==> config.mk <==
export PLATFORM = sky130hd
export DESIGN_NAME = multi_terminator_line_end_detector
export DESIGN_NICKNAME = d
export VERILOG_FILES = /design/src/sv/mted_pkg.sv /design/src/sv/multi_terminator_line_end_detector.sv /design/src/sv/mted_tracker.sv /design/src/sv/mted_decide.sv
export SDC_FILE = /design/constraint.sdc
export NUM_CORES = 1
export LEC_CHECK = 0
export BUFFER_PORTS_ARGS = -buffer_cell sky130_fd_sc_hd__clkbuf_2
export CAP_MARGIN = 5
export CORE_UTILIZATION = 50
export DETAILED_ROUTE_END_ITERATION = 16
export GPL_TIMING_DRIVEN = 0
export PLACE_DENSITY = 0.7
export SLEW_MARGIN = 25
export SYNTH_ARGS = -nofsm -noshare
export SYNTH_HDL_FRONTEND = slang
export SYNTH_SLANG_ARGS = --single-unit
==> constraint.sdc <==
create_clock -name clk -period 9.2 [get_ports clk]
set_clock_uncertainty 0.1 [all_clocks]
set_input_delay 0.92 -clock clk [delete_from_list [all_inputs] [get_ports clk]]
set_output_delay 0.92 -clock clk [all_outputs]
set_load 0.03 [all_outputs]
==> src/sv/mted_pkg.sv <==
package mted_pkg;

  // Tracker slots the configuration registers provide.
  localparam int NUM_SLOTS     = 4;
  localparam int NUM_SEQUENCES = 4;
  localparam int MAX_SEQ_LEN   = 8;
  localparam int SEQ_BYTES     = 8;
  localparam int LEN_W         = 4;
  localparam int CNT_W         = 3;
  localparam int IDX_W         = 3;
  localparam int CFG_W         = 64;

  localparam logic [CNT_W-1:0] CNT_MAX = '1;

  // Configuration register indexes.
  localparam logic [IDX_W-1:0] REG_SEQ0_BYTES = 3'd0;
  localparam logic [IDX_W-1:0] REG_SEQ0_LEN   = 3'd1;
  localparam logic [IDX_W-1:0] REG_SEQ1_BYTES = 3'd2;
  localparam logic [IDX_W-1:0] REG_SEQ1_LEN   = 3'd3;
  localparam logic [IDX_W-1:0] REG_SEQ2_BYTES = 3'd4;
  localparam logic [IDX_W-1:0] REG_SEQ2_LEN   = 3'd5;
  localparam logic [IDX_W-1:0] REG_SEQ3_BYTES = 3'd6;
  localparam logic [IDX_W-1:0] REG_SEQ3_LEN   = 3'd7;

  typedef logic [7:0] byte_t;
  typedef logic [LEN_W-1:0] len_t;

  typedef struct packed {
    len_t             prog;
    logic             retired;
    logic             waiting;
    logic [CNT_W-1:0] bpm;
  } trk_t;

  typedef struct packed {
    logic             eol;
    len_t             len;
    logic [CNT_W-1:0] bpm;
  } res_t;

  // Lengths above the longest supported sequence are clipped to it.
  function automatic len_t eff_len(input len_t l);
    eff_len = (l > LEN_W'(MAX_SEQ_LEN)) ? LEN_W'(MAX_SEQ_LEN) : l;
  endfunction

endpackage

==> src/sv/multi_terminator_line_end_detector.sv <==
// A byte accepted on the input is held in the input register, and its result is
// loaded into the output register from there when the output register is empty or
// out_tready takes the result it holds. Throughput: one byte per cycle while
// out_tready stays high; the tracker update between them is combinational.
// Reset (rst_n low, synchronous) empties both registers, clears all trackers and
// loads the terminator registers with a single line feed as terminator 0.
module multi_terminator_line_end_detector (
  input  logic                          clk,
  input  logic                          rst_n,
  input  logic                          in_tvalid,
  output logic                          in_tready,
  input  logic [7:0]                    in_tdata,   // [7:0] data_byte
  output logic                          out_tvalid,
  input  logic                          out_tready,
  output logic [7:0]                    out_tdata,  // [0] end_of_line,
                                                    // [4:1] terminator_length,
                                                    // [7:5] bytes_after_terminator
  input  logic                          cfg_wen,
  input  logic [mted_pkg::IDX_W-1:0]    cfg_index,
  input  logic [mted_pkg::CFG_W-1:0]    cfg_wdata
);
  import mted_pkg::*;

  logic [CFG_W-1:0]     seq_bytes_r [NUM_SLOTS];
  len_t                 seq_len_r   [NUM_SLOTS];
  trk_t                 trk_r       [NUM_SLOTS];
  trk_t                 trk1        [NUM_SLOTS];
  trk_t                 trk_nxt     [NUM_SLOTS];
  len_t                 len_eff     [NUM_SLOTS];
  logic [NUM_SLOTS-1:0] in_use;
  logic [NUM_SLOTS-1:0] hit;
  len_t                 best_r;
  len_t                 best_nxt;
  res_t                 res_nxt;
  res_t                 res_r;
  byte_t                in_byte_r;
  logic                 in_vld_r;
  logic                 out_vld_r;
  logic                 adv;

  assign adv        = !out_vld_r || out_tready;
  assign in_tready  = !in_vld_r || adv;
  assign out_tvalid = out_vld_r;
  assign out_tdata  = {res_r.bpm, res_r.len, res_r.eol};

  for (genvar i = 0; i < NUM_SLOTS; i++) begin : g_trk
    assign len_eff[i] = eff_len(seq_len_r[i]);
    assign in_use[i]  = (i < NUM_SEQUENCES) && (len_eff[i] != '0);

    mted_tracker u_trk (
      .st_i     (trk_r[i]),
      .in_use_i (in_use[i]),
      .len_i    (len_eff[i]),
      .seq_i    (seq_bytes_r[i]),
      .byte_i   (in_byte_r),
      .st_o     (trk1[i]),
      .hit_o    (hit[i])
    );
  end

  mted_decide u_dec (
    .st_i     (trk1),
    .in_use_i (in_use),
    .hit_i    (hit),
    .len_i    (len_eff),
    .best_i   (best_r),
    .st_o     (trk_nxt),
    .best_o   (best_nxt),
    .res_o    (res_nxt)
  );

  always_ff @(posedge clk) begin
    if (!rst_n) begin
      in_vld_r  <= 1'b0;
      out_vld_r <= 1'b0;
      best_r    <= '0;
      for (int i = 0; i < NUM_SLOTS; i++) begin
        trk_r[i]       <= '0;
        seq_bytes_r[i] <= (i == 0) ? CFG_W'(8'h0a) : '0;
        seq_len_r[i]   <= (i == 0) ? LEN_W'(1) : '0;
      end
    end else begin
      if (cfg_wen) begin
        unique case (cfg_index)
          REG_SEQ0_BYTES: seq_bytes_r[0] <= cfg_wdata;
          REG_SEQ0_LEN:   seq_len_r[0]   <= cfg_wdata[LEN_W-1:0];
          REG_SEQ1_BYTES: seq_bytes_r[1] <= cfg_wdata;
          REG_SEQ1_LEN:   seq_len_r[1]   <= cfg_wdata[LEN_W-1:0];
          REG_SEQ2_BYTES: seq_bytes_r[2] <= cfg_wdata;
          REG_SEQ2_LEN:   seq_len_r[2]   <= cfg_wdata[LEN_W-1:0];
          REG_SEQ3_BYTES: seq_bytes_r[3] <= cfg_wdata;
          REG_SEQ3_LEN:   seq_len_r[3]   <= cfg_wdata[LEN_W-1:0];
          default: ;
        endcase
      end
      if (in_tready) begin
        in_vld_r <= in_tvalid;
      end
      if (adv) begin
        out_vld_r <= in_vld_r;
      end
      // Tracker state moves only when the held byte is handed to the output.
      if (in_vld_r && adv) begin
        trk_r  <= trk_nxt;
        best_r <= best_nxt;
      end
    end
  end

  always_ff @(posedge clk) begin
    if (in_tvalid && in_tready) begin
      in_byte_r <= in_tdata;
    end
    if (in_vld_r && adv) begin
      res_r <= res_nxt;
    end
  end

endmodule

==> src/sv/mted_tracker.sv <==
module mted_tracker (
  input  mted_pkg::trk_t            st_i,
  input  logic                      in_use_i,
  input  mted_pkg::len_t            len_i,
  input  logic [mted_pkg::CFG_W-1:0] seq_i,
  input  mted_pkg::byte_t           byte_i,
  output mted_pkg::trk_t            st_o,
  output logic                      hit_o
);
  import mted_pkg::*;

  byte_t seq_b [SEQ_BYTES];
  byte_t want;
  len_t  prog_inc;

  always_comb begin
    for (int k = 0; k < SEQ_BYTES; k++) begin
      seq_b[k] = seq_i[8*k +: 8];
    end
  end

  // Progress stays below the length here, so three bits select the byte.
  assign want     = seq_b[st_i.prog[2:0]];
  assign prog_inc = st_i.prog + 1'b1;

  always_comb begin
    st_o  = st_i;
    hit_o = 1'b0;
    if (in_use_i) begin
      if (st_i.retired) begin
        if (st_i.prog >= len_i && st_i.bpm != CNT_MAX) begin
          st_o.bpm = st_i.bpm + 1'b1;
        end
      end else if (st_i.prog >= len_i) begin
        st_o = '0;
      end else if (want == byte_i) begin
        st_o.prog = prog_inc;
        hit_o     = (prog_inc == len_i);
      end else if (!st_i.waiting) begin
        st_o = '0;
      end else begin
        // A waiting tracker that misses falls behind and leaves the race.
        st_o.retired = 1'b1;
        st_o.bpm     = '0;
      end
    end
  end

endmodule

==> src/sv/mted_decide.sv <==
module mted_decide (
  input  mted_pkg::trk_t                    st_i   [mted_pkg::NUM_SLOTS],
  input  logic [mted_pkg::NUM_SLOTS-1:0]    in_use_i,
  input  logic [mted_pkg::NUM_SLOTS-1:0]    hit_i,
  input  mted_pkg::len_t                    len_i  [mted_pkg::NUM_SLOTS],
  input  mted_pkg::len_t                    best_i,
  output mted_pkg::trk_t                    st_o   [mted_pkg::NUM_SLOTS],
  output mted_pkg::len_t                    best_o,
  output mted_pkg::res_t                    res_o
);
  import mted_pkg::*;

  len_t                 best1;
  trk_t                 st2 [NUM_SLOTS];
  logic [NUM_SLOTS-1:0] matched;
  logic [NUM_SLOTS-1:0] active;
  logic                 pend;
  logic                 decide;
  logic                 found;

  always_comb begin
    best1 = best_i;
    for (int i = 0; i < NUM_SLOTS; i++) begin
      if (hit_i[i] && len_i[i] > best1) begin
        best1 = len_i[i];
      end
    end

    pend = 1'b0;
    for (int i = 0; i < NUM_SLOTS; i++) begin
      st2[i]     = st_i[i];
      matched[i] = st_i[i].prog >= len_i[i];
      active[i]  = in_use_i[i] && !st_i[i].retired && !matched[i];
      if (|hit_i && in_use_i[i] && !st_i[i].retired) begin
        if (matched[i] || st_i[i].prog < best1) begin
          st2[i].retired = 1'b1;
          st2[i].bpm     = '0;
        end else begin
          st2[i].waiting = 1'b1;
          pend           = 1'b1;
        end
      end
    end

    // After a new match the race ends when nobody had to wait; otherwise it
    // ends when no tracker is still short of its sequence.
    decide = (|hit_i) ? !pend : !(|active);

    res_o = '0;
    found = 1'b0;
    for (int i = 0; i < NUM_SLOTS; i++) begin
      if (decide && !found && in_use_i[i] && matched[i] && st2[i].prog >= best1) begin
        res_o.eol = 1'b1;
        res_o.len = len_i[i];
        res_o.bpm = st2[i].bpm;
        found     = 1'b1;
      end
    end

    for (int i = 0; i < NUM_SLOTS; i++) begin
      st_o[i] = decide ? '0 : st2[i];
    end
    best_o = decide ? '0 : best1;
  end

endmodule

Yosys cells after proc, flatten, opt, wreduce, memory -nomap -nowiden

Memories as Yosys holds them, arrays and structs flattened.
Index checks and enable logic that the tools add are counted.

Bits in registers: 58
RAM bits: 272
Memories: 2

Memory list:

| memory      | depth | bits a word | read ports | clocked after memory_dff | wr ports | RTL line                                 | text |
|---|---|---|---|---|---|---|---|
| seq_bytes_r | 4     | 64          | 4          | 0                        | 4        | multi_terminator_line_end_detector.sv:24 | `logic [CFG_W-1:0] seq_bytes_r [NUM_SLOTS];` |
| seq_len_r   | 4     | 4           | 4          | 0                        | 4        | multi_terminator_line_end_detector.sv:25 | `len_t seq_len_r [NUM_SLOTS];` |

Add/sub/neg operators: 8
Order comparisons: 28
Eq/ne operators: 19
Mux-type cells: 150
Bitwise gates (word level): 12
Reductions and logical operators: 70

Operator list:

| operator              | number |
|---|---|
| $mux W64              | 4 |
| $mux W9               | 12 |
| $bmux W8 S3           | 4 |
| $mux W4               | 21 |
| $mux W1               | 73 |
| $mux W8               | 9 |
| $ge A4 B4 Y1          | 12 |
| $logic_and A1 B1 Y1   | 41 |
| $mux W5               | 8 |
| $mux W3               | 12 |
| $eq A8 B8 Y1          | 4 |
| $mux W6               | 4 |
| $mux W7               | 3 |
| $add A4 B1 Y4 const B | 4 |
| $eq A4 B4 Y1          | 4 |
| $ge A4 B4 Y1 const B  | 4 |
| $gt A4 B4 Y1          | 4 |
| $gt A4 B4 Y1 const B  | 4 |
| $lt A4 B4 Y1          | 4 |
| $not A3 Y4            | 4 |
| $reduce_bool A4 Y1    | 4 |
| $logic_not A1 Y1      | 15 |
| $add A3 B1 Y3 const B | 4 |
| $eq A3 B3 Y1 const B  | 4 |
| 8 further kinds       | 25 |

Logic depth before layout (Yosys ltp)

Gate-level depths: netlist of run 1.

Depth in word-level cells: 54
Depth in mapped cells: 48
Depth with buffers taken out: 46

Cells and area by module

A second synthesis of run 1 with hierarchy kept.

Cell total of the unflattened synthesis: 1,723
Area, all modules: 18,939.4 um^2

Modules (own cells, without submodules):

| module                             | instances | cells an instance | area an instance (um^2) |
|---|---|---|---|
| multi_terminator_line_end_detector | 1         | 888               | 12,014.0 |
| mted_tracker                       | 4         | 119               | 1,121.1 |
| mted_decide                        | 1         | 359               | 2,441.1 |

Worst setup path before layout of run 1

Ideal clock, no wire load.

Path kind: reg2reg
Start point: reg trk_r[33] (netlist name)
End point: reg res_r (netlist bit out_tdata[2]) (data pin)
Setup time: 263 ps
Arrival time: 9,060 ps
Required time: 8,837 ps
Slack: -223 ps
Cell stages (with the launch flop): 40
Buffers on the path: 3
Clock period less this slack: 9,423 ps
Cells stage by stage: dfxtp_1 buf_6 mux4_2 mux2i_1 xor2_1 o211ai_1 or4_1 buf_2 nor2_1 mux2_2 ha_1 and3_1 o31ai_1 a221oi_1 nor3_2 mux2_2 ha_1 a21o_1 [4 not listed] mux2_2 ha_1 a21oi_1 a21boi_0 o22ai_1 mux2_2 nor2_1 mux2i_1 ha_1 nand2_1 nand2_1 a21o_1 o2111a_1 a221oi_1 clkbuf_1 o21a_1 o2bb2ai_1 a21oi_1

RTL lines:

| what                   | RTL line                                  | text |
|---|---|---|
| start, declared        | multi_terminator_line_end_detector.sv:26  | `trk_t trk_r [NUM_SLOTS];` |
| start signal, assigned | multi_terminator_line_end_detector.sv:104 | `trk_r <= trk_nxt;` |
| end signal, assigned   | multi_terminator_line_end_detector.sv:115 | `res_r <= res_nxt;` |
| end, declared          | multi_terminator_line_end_detector.sv:35  | `res_t res_r;` |

==> results.md, run 1 <==
- Global Route Usage Sum: 30.6%
- Sw Share: 25.4%
- R2r worst-path depth: 43
- Via/cell ratio: 6.14
- Power density over the cells: 179 nW/µm²
- Slowest stage delay, CP: 0.42 ns
- Vias in the first global route: 12.7k
- DRT antenna net count: 0
- Syn Std Cell Area: 17900 µm²
- Synth top area share: 48.3%
- Final Total Pwr: 0.00389 W
- Synth cell types: 73
- Yosys Warn Count: 0
- Worst-skew pair later-pin latency: 0.55 ns
- Multi-input logic area: 8560 µm²
- Layout area overhead: 21.2%
- Placed cell count: 2043
- Syn Area/Cell: 12.0 µm²
- Met2 Usage GRT: 50.8%
- Prevailing post-synth register cell: edfxtp_1
- Unrepaired setup endpoints after global routing: true
- Combinational share of power: 13.3%
- Leading post-synthesis cells by cell area: edfxtp_1, and2_1, mux4_2
- CTS Buf Count: 37
- Synth Instances: 1486
- Leakage: 8.12 nW
- Syn Nets: 1635
- Peak VDD IR: 176 µV
- First-pass GRT wire length: 80300 µm
- Core Region: 34900 µm²
- Post-DR wirelength/cell: 26.0 µm
- Largest net degree at the start of global routing: 25
- Fin crit period: 9.23 ns
- Setup_tns: -0.0291 ns
- Fin nets: 1818
- Failing checks: setup timing
- Async S/R FF share, synth: 0%
- Port buffer count: 89
- Root buf cell: clkbuf_16
- Die width: 191 µm
- Pre-antenna DRT Iters: 5
- Grt ovf: 0
- Crit path DAT: 9.49 ns
- TritonCTS clock tree: built
- Met1 usage: 38.6%
- Slowest-stage cell, CP: a2111oi_4
- I/O pins: 90
- Post-synthesis sequential area ratio: 53.0%
- Busiest grt layer: met2
- Pre-CTS setup slack: -2.02 ns
- Max-Cap Viols: 0
- Clock Path Buffers: 3
- Hold depth: 2
- Rows: 68
- Final weighted congestion in routability-driven placement: 0.944
- Die height: 191 µm
- CP Max Fanout: 5
- Sequential share of power: 45.1%
- NetSw: 0.000986 W
- EDFF count, synth: 288
- Final wirelength: 55900 µm
- Setup Crit Path Kind: reg2reg
- Hold Vio Cnt, Final: 0
- CTS H-tree depth: 2
- Storage element area: 9500 µm²
- Internal Power: 0.00290 W
- Min-delay worst type: reg2reg
- Initial drt markers: 1352
- Sink Count: 330
- Layout cells sized above 1: 23.1%
- Worst EP required: 9.46 ns
- CTS clk-pin slew, worst paths: 0.06 ns
- GRT met3 Usage: 5.05%
- Final worst slack: -0.0283 ns
- Final cell count without fillers: 2153
- Initial antenna violation count: 1
- Post-synth top area cell: edfxtp_1
- Power share of the clock group: 41.5%
- FMAX: 108 MHz
- # fillers: 2724
- Vias: 13.2k
- Most frequent cells in the layout: edfxtp_1, and2_1, clkbuf_2
- Initial Utilization: 51.3%
- Hpwl dp: 39600 µm
- Type of origin of the critical path: flop
- Most common cell after layout, fill and taps aside: edfxtp_1
- Outcome: complete, but fails checks
- Setup crit end kind: flop
- Measured slew at the worst slew-check pin: 1.09 ns
- Pins over their slew limit: 0
- Max-Slew Margin vs Limit: 26.8%
- Final setup viols: 2
- Die area: 36500 µm²
- Inserted Diodes: 0
- #FFs+latches synth: 330
- Tcrit/Tclk final: 100%
- Drc violations: 0
-- critical path: cells and delay by family (launching register included) --
family                     cells  cell delay [ns]
AOI/OAI and AO/OA             16             3.07
muxes                          5             1.69
and+or+nand+nor               12             1.64
adders and majority gates      5             1.41
buffers and inverters          5             0.72
DFF                            1             0.41
-- flip-flops by register name (all words and copies together), names as in the netlist --
register,cells
seq_len_r,16
trk_r,36
seq_bytes_r,256
in_byte_r,8
out_tdata,8
out_tvalid,1
in_vld_r,1
best_r,4
-- final timing paths --
| path | to | slack [ns] | start |
|---|---|---|---|
| max | out_tdata[2] | -0.03 | trk_r[32] |
| min | best_r[2] | 0.40 | best_r[2] |
| max reg2reg | out_tdata[2] | -0.03 | trk_r[32] |
| min reg2reg | best_r[2] | 0.40 | best_r[2] |
-- power groups by stage --
stage / Combinational, W / Sequential [W] / Clock, W
2_1_floorplan: 0.000270 / 0.00178 / 0
3_5_place_dp: 0.000441 / 0.00178 / 0
6_report: 0.000518 / 0.00175 / 0.00161
3_3_place_gp: 0.000411 / 0.00180 / 0
4_1_cts: 0.000475 / 0.00175 / 0.00162
5_1_grt: 0.000549 / 0.00176 / 0.00167
-- kinds of logic (layout without fill, tap and decap cells) --
family / after synthesis / count (layout) / synth area share, %
xor+xnor: 41 / 41 / 2.01
compound gates: 235 / 235 / 9.07
fa+ha+maj: 69 / 69 / 4.83
mux: 122 / 122 / 10.3
buf+inv: 120 / 332 / 2.78
flops: 330 / 330 / 53.0
simple gates: 569 / 569 / 18.0
-- stage by stage --
stage          utilization, %  hold WS (ns)  instance area, µm²
2_1_floorplan               -         0.354               17900
3_3_place_gp             54.3         0.370               18900
3_5_place_dp             55.3         0.386               19300
4_1_cts                  60.5         0.400               21100
5_1_grt                  62.1         0.437               21700
6_report                 62.1         0.404               21700
-- cells in the mapped netlist (4+ instances only) --
cell type and count:
edfxtp_1 288, and2_1 273, nor2_1 77, ha_1 69
nand2_1 69, mux2i_1 62, a21oi_1 52, inv_1 50
mux4_2 49, clkbuf_1 48, dfxtp_1 42, o21ai_0 41
xnor2_1 30, a21o_1 26, nand2b_1 24, nand3_1 23
a22oi_1 20, and3_1 19, nor3_1 19, nor2b_1 18
a22o_1 12, buf_2 11, mux2_2 11, nor4_1 11
xor2_1 11, a32o_1 10, nand4_1 10, a211oi_1 8
o22ai_1 7, o21a_1 6, o21ai_1 6, or2_2 5
or4_1 5, a31oi_1 4, o31ai_1 4
-- cell type report --
class	count	area share (%)
clock inverters	26	1.59
plain buffers	67	1.73
well taps	455	2.63
flip-flops and latches	330	43.8
multi-input cells	1036	39.5
clock buffers	42	4.50
inverters	52	0.918
repair buffers	145	5.36
-- layer usage --
layer	part of all wire (%)	vias up
li1	-	5887
met3	8.0	163
met2	48	655
met5	0	-
met4	6.0	0
met1	38	6512
-- repair_timing --
action	4_1_cts	5_1_grt
setup buffers	24	17
resized for setup	69	77
setup endpoints to repair	48	48
hold buffers	0	0
cloned	0	2
pin swaps	12	56
Power figures use the tool's default switching activity.
==> run 2: changes to the inputs <==
PLACE_DENSITY = 0.73   (was 0.7)
==> run 2 against run 1 <==
  * The flow still finishes with violations (setup timing)
  * Die area unchanged
  * Sequential power about the same
  * Combinational power increased by 2%
  * Final cell count increased by 0.74%
  * Non-clock buffer count increased by 18
  * Wire length decreased by 0.35%
  * Final area decreased by 0.23%
  * Hold slack got worse by 0.0095 ns
  * Worst setup slack got worse by 0.14 ns
  * Power decreased by 4.3%
  * Sequential share of layout area increased by 0.090 points
  * Sequential cell count unchanged
  * Critical path type unchanged
==> results.md, run 2 (synthesized netlist as in run 1, its figures left out) <==
- Measured slew at the worst slew-check pin: 1.06 ns
- CP Max Fanout: 6
- Type of origin of the critical path: flop
- Die width: 191 µm
- Vias: 13.4k
- Fin crit period: 9.37 ns
- Smallest hold slack: 0.394 ns
- First-pass GRT wire length: 80800 µm
- Largest register by flop count: seq_bytes_r
- Hold depth: 2
- Peak VDD IR: 174 µV
- Pre-antenna DRT Iters: 6
- Max-Cap Viols: 0
- Rows: 68
- Initial Utilization: 51.3%
- Grt ovf: 0
- Slowest-stage cell, CP: or4_4
- Final weighted congestion in routability-driven placement: 0.985
- Leakage: 8.11 nW
- Pins over their slew limit: 0
- Root buf cell: clkbuf_16
- FMAX: 107 MHz
- Die height: 191 µm
- DRT antenna net count: 0
- Crit path DAT: 9.69 ns
- Post-DR wirelength/cell: 25.7 µm
- Initial drt markers: 1556
- Clock Path Buffers: 3
- Slowest stage delay, CP: 0.61 ns
- Unrepaired setup endpoints after global routing: true
- Max-Slew Margin vs Limit: 29.3%
- Failing checks: setup timing
- Final worst slack: -0.166 ns
- Sink Count: 330
- Vias in the first global route: 12.9k
- Cts hold-fix bufs: 0
- Layout area overhead: 20.9%
- Hold Vio Cnt, Final: 0
- Min-delay worst type: reg2reg
- Biggest regs: seq_bytes_r (256), trk_r (36), seq_len_r (16)
- Setup_tns: -5.09 ns
- Drc violations: 0
- Outcome: complete, but fails checks
- Die area: 36500 µm²
- R2R Setup Slk: -0.17 ns
- Via/cell ratio: 6.19
- Most common cell after layout, fill and taps aside: edfxtp_1
- TritonCTS clock tree: built
- End point of the worst hold path: best_r[2]
- Largest net degree at the start of global routing: 25
- Worst EP required: 9.52 ns
- CTS clk-pin slew, worst paths: 0.06 ns
- Global Route Usage Sum: 30.7%
- Final setup viols: 48
- R2r endpoint: trk_r[29]
- Fin nets: 1836
- CTS H-tree depth: 2
- Initial antenna violation count: 0
- HP Start: best_r[2]
- Power density over the cells: 172 nW/µm²
- CTS Buf Count: 37
- Layout cells sized above 1: 23.2%
- I/O pins: 90
- R2r worst-path depth: 41
- Number of flip-flops in the largest register: 256
- Setup crit end kind: flop
- Most frequent cells in the layout: edfxtp_1, and2_1, clkbuf_2
- Setup Crit Path Kind: reg2reg
- Core Region: 34900 µm²
- Tcrit/Tclk final: 102%
- Final wirelength: 55700 µm
- Most frequent CP cell: mux2_4
- Reg2reg start: trk_r[33]
- Port buffer count: 89
- Worst-skew pair later-pin latency: 0.54 ns
- Hpwl dp: 39300 µm
run 2: cell count changes in the layout (fill, tap and decap cells not counted), moves of 3 or more:
cell,previous run,this run
clkinv_2,8,5
nand2_2,1,5
mux2i_2,5,2
clkbuf_1,45,54
nand2_1,67,64
buf_6,17,14
bufinv_16,7,2
buf_4,31,52
run 2: how the worst max path moves through the flow:
stage / from / end / cells past startpoint
final: trk_r[33] / trk_r[29] / 41
after global placement: seq_len_r[0][3] / out_tdata[3] / 40
after floorplan: trk_r[33] / trk_r[28] / 39
after CTS: trk_r[32] / trk_r[13] / 43
after global routing: trk_r[33] / out_tdata[7] / 41
after detailed placement: seq_len_r[0][3] / out_tdata[3] / 40
run 2: metal layers:
layer | GRT usage [%] | vias up | share of wire (%)
li1 | - | 5909 | -
met1 | 39.6 | 6617 | 38
met2 | 50.6 | 731 | 47
met3 | 5.49 | 159 | 9.2
met4 | 13.9 | 0 | 5.3
met5 | 0 | - | 0
run 2: metrics by stage:
stage | util (%) | setup WS, ns | power, W | area, µm² | instances
final | 62.0 | -0.166 | 0.00372 | 21600 | 2169
after CTS | 60.9 | -0.00255 | 0.00368 | 21200 | 2150
after detailed placement | 55.3 | -2.22 | 0.00223 | 19300 | 2044
after global routing | 62.0 | -0.326 | 0.00381 | 21600 | 2168
after global placement | 54.3 | -2.11 | 0.00221 | 18900 | 2030
after floorplan | - | 0.0263 | 0.00205 | 17900 | 1486
run 2: repair_timing:
action                                  CTS  global route
setup buffers                            39            20
pin swaps                                17            52
hold endpoints to repair                  0             0
gates resized for setup                  95            50
gates cloned                              2             0
endpoints found under the setup margin   48            48
run 2: worst max-delay path: cells and delay by family (launching register included):
family	cells	cell delay (ns)
mux	6	2.16
simple gates	7	1.64
flops	1	0.35
compound gates	16	2.69
fa+ha+maj	4	1.03
xor+xnor	1	0.23
buf+inv	7	1.00
run 2: final cells by class:
class | instances | area, µm²
Timing Repair Buffer | 163 | 1270
Multi-Input combinational cell | 1036 | 8580
Clock buffer | 50 | 1010
Fill cell | 2716 | 13300
Sequential cell | 330 | 9490
Tap cell | 455 | 569
Inverter | 52 | 195
Buffer | 67 | 365
Clock inverter | 15 | 148
Antenna cell | 1 | 2.50
run 2: report_power, final:
group / internal [W] / switching, W
clock: 0.000828 / 0.000605
combinational: 0.000216 / 0.000314
sequential: 0.00172 / 0.0000371
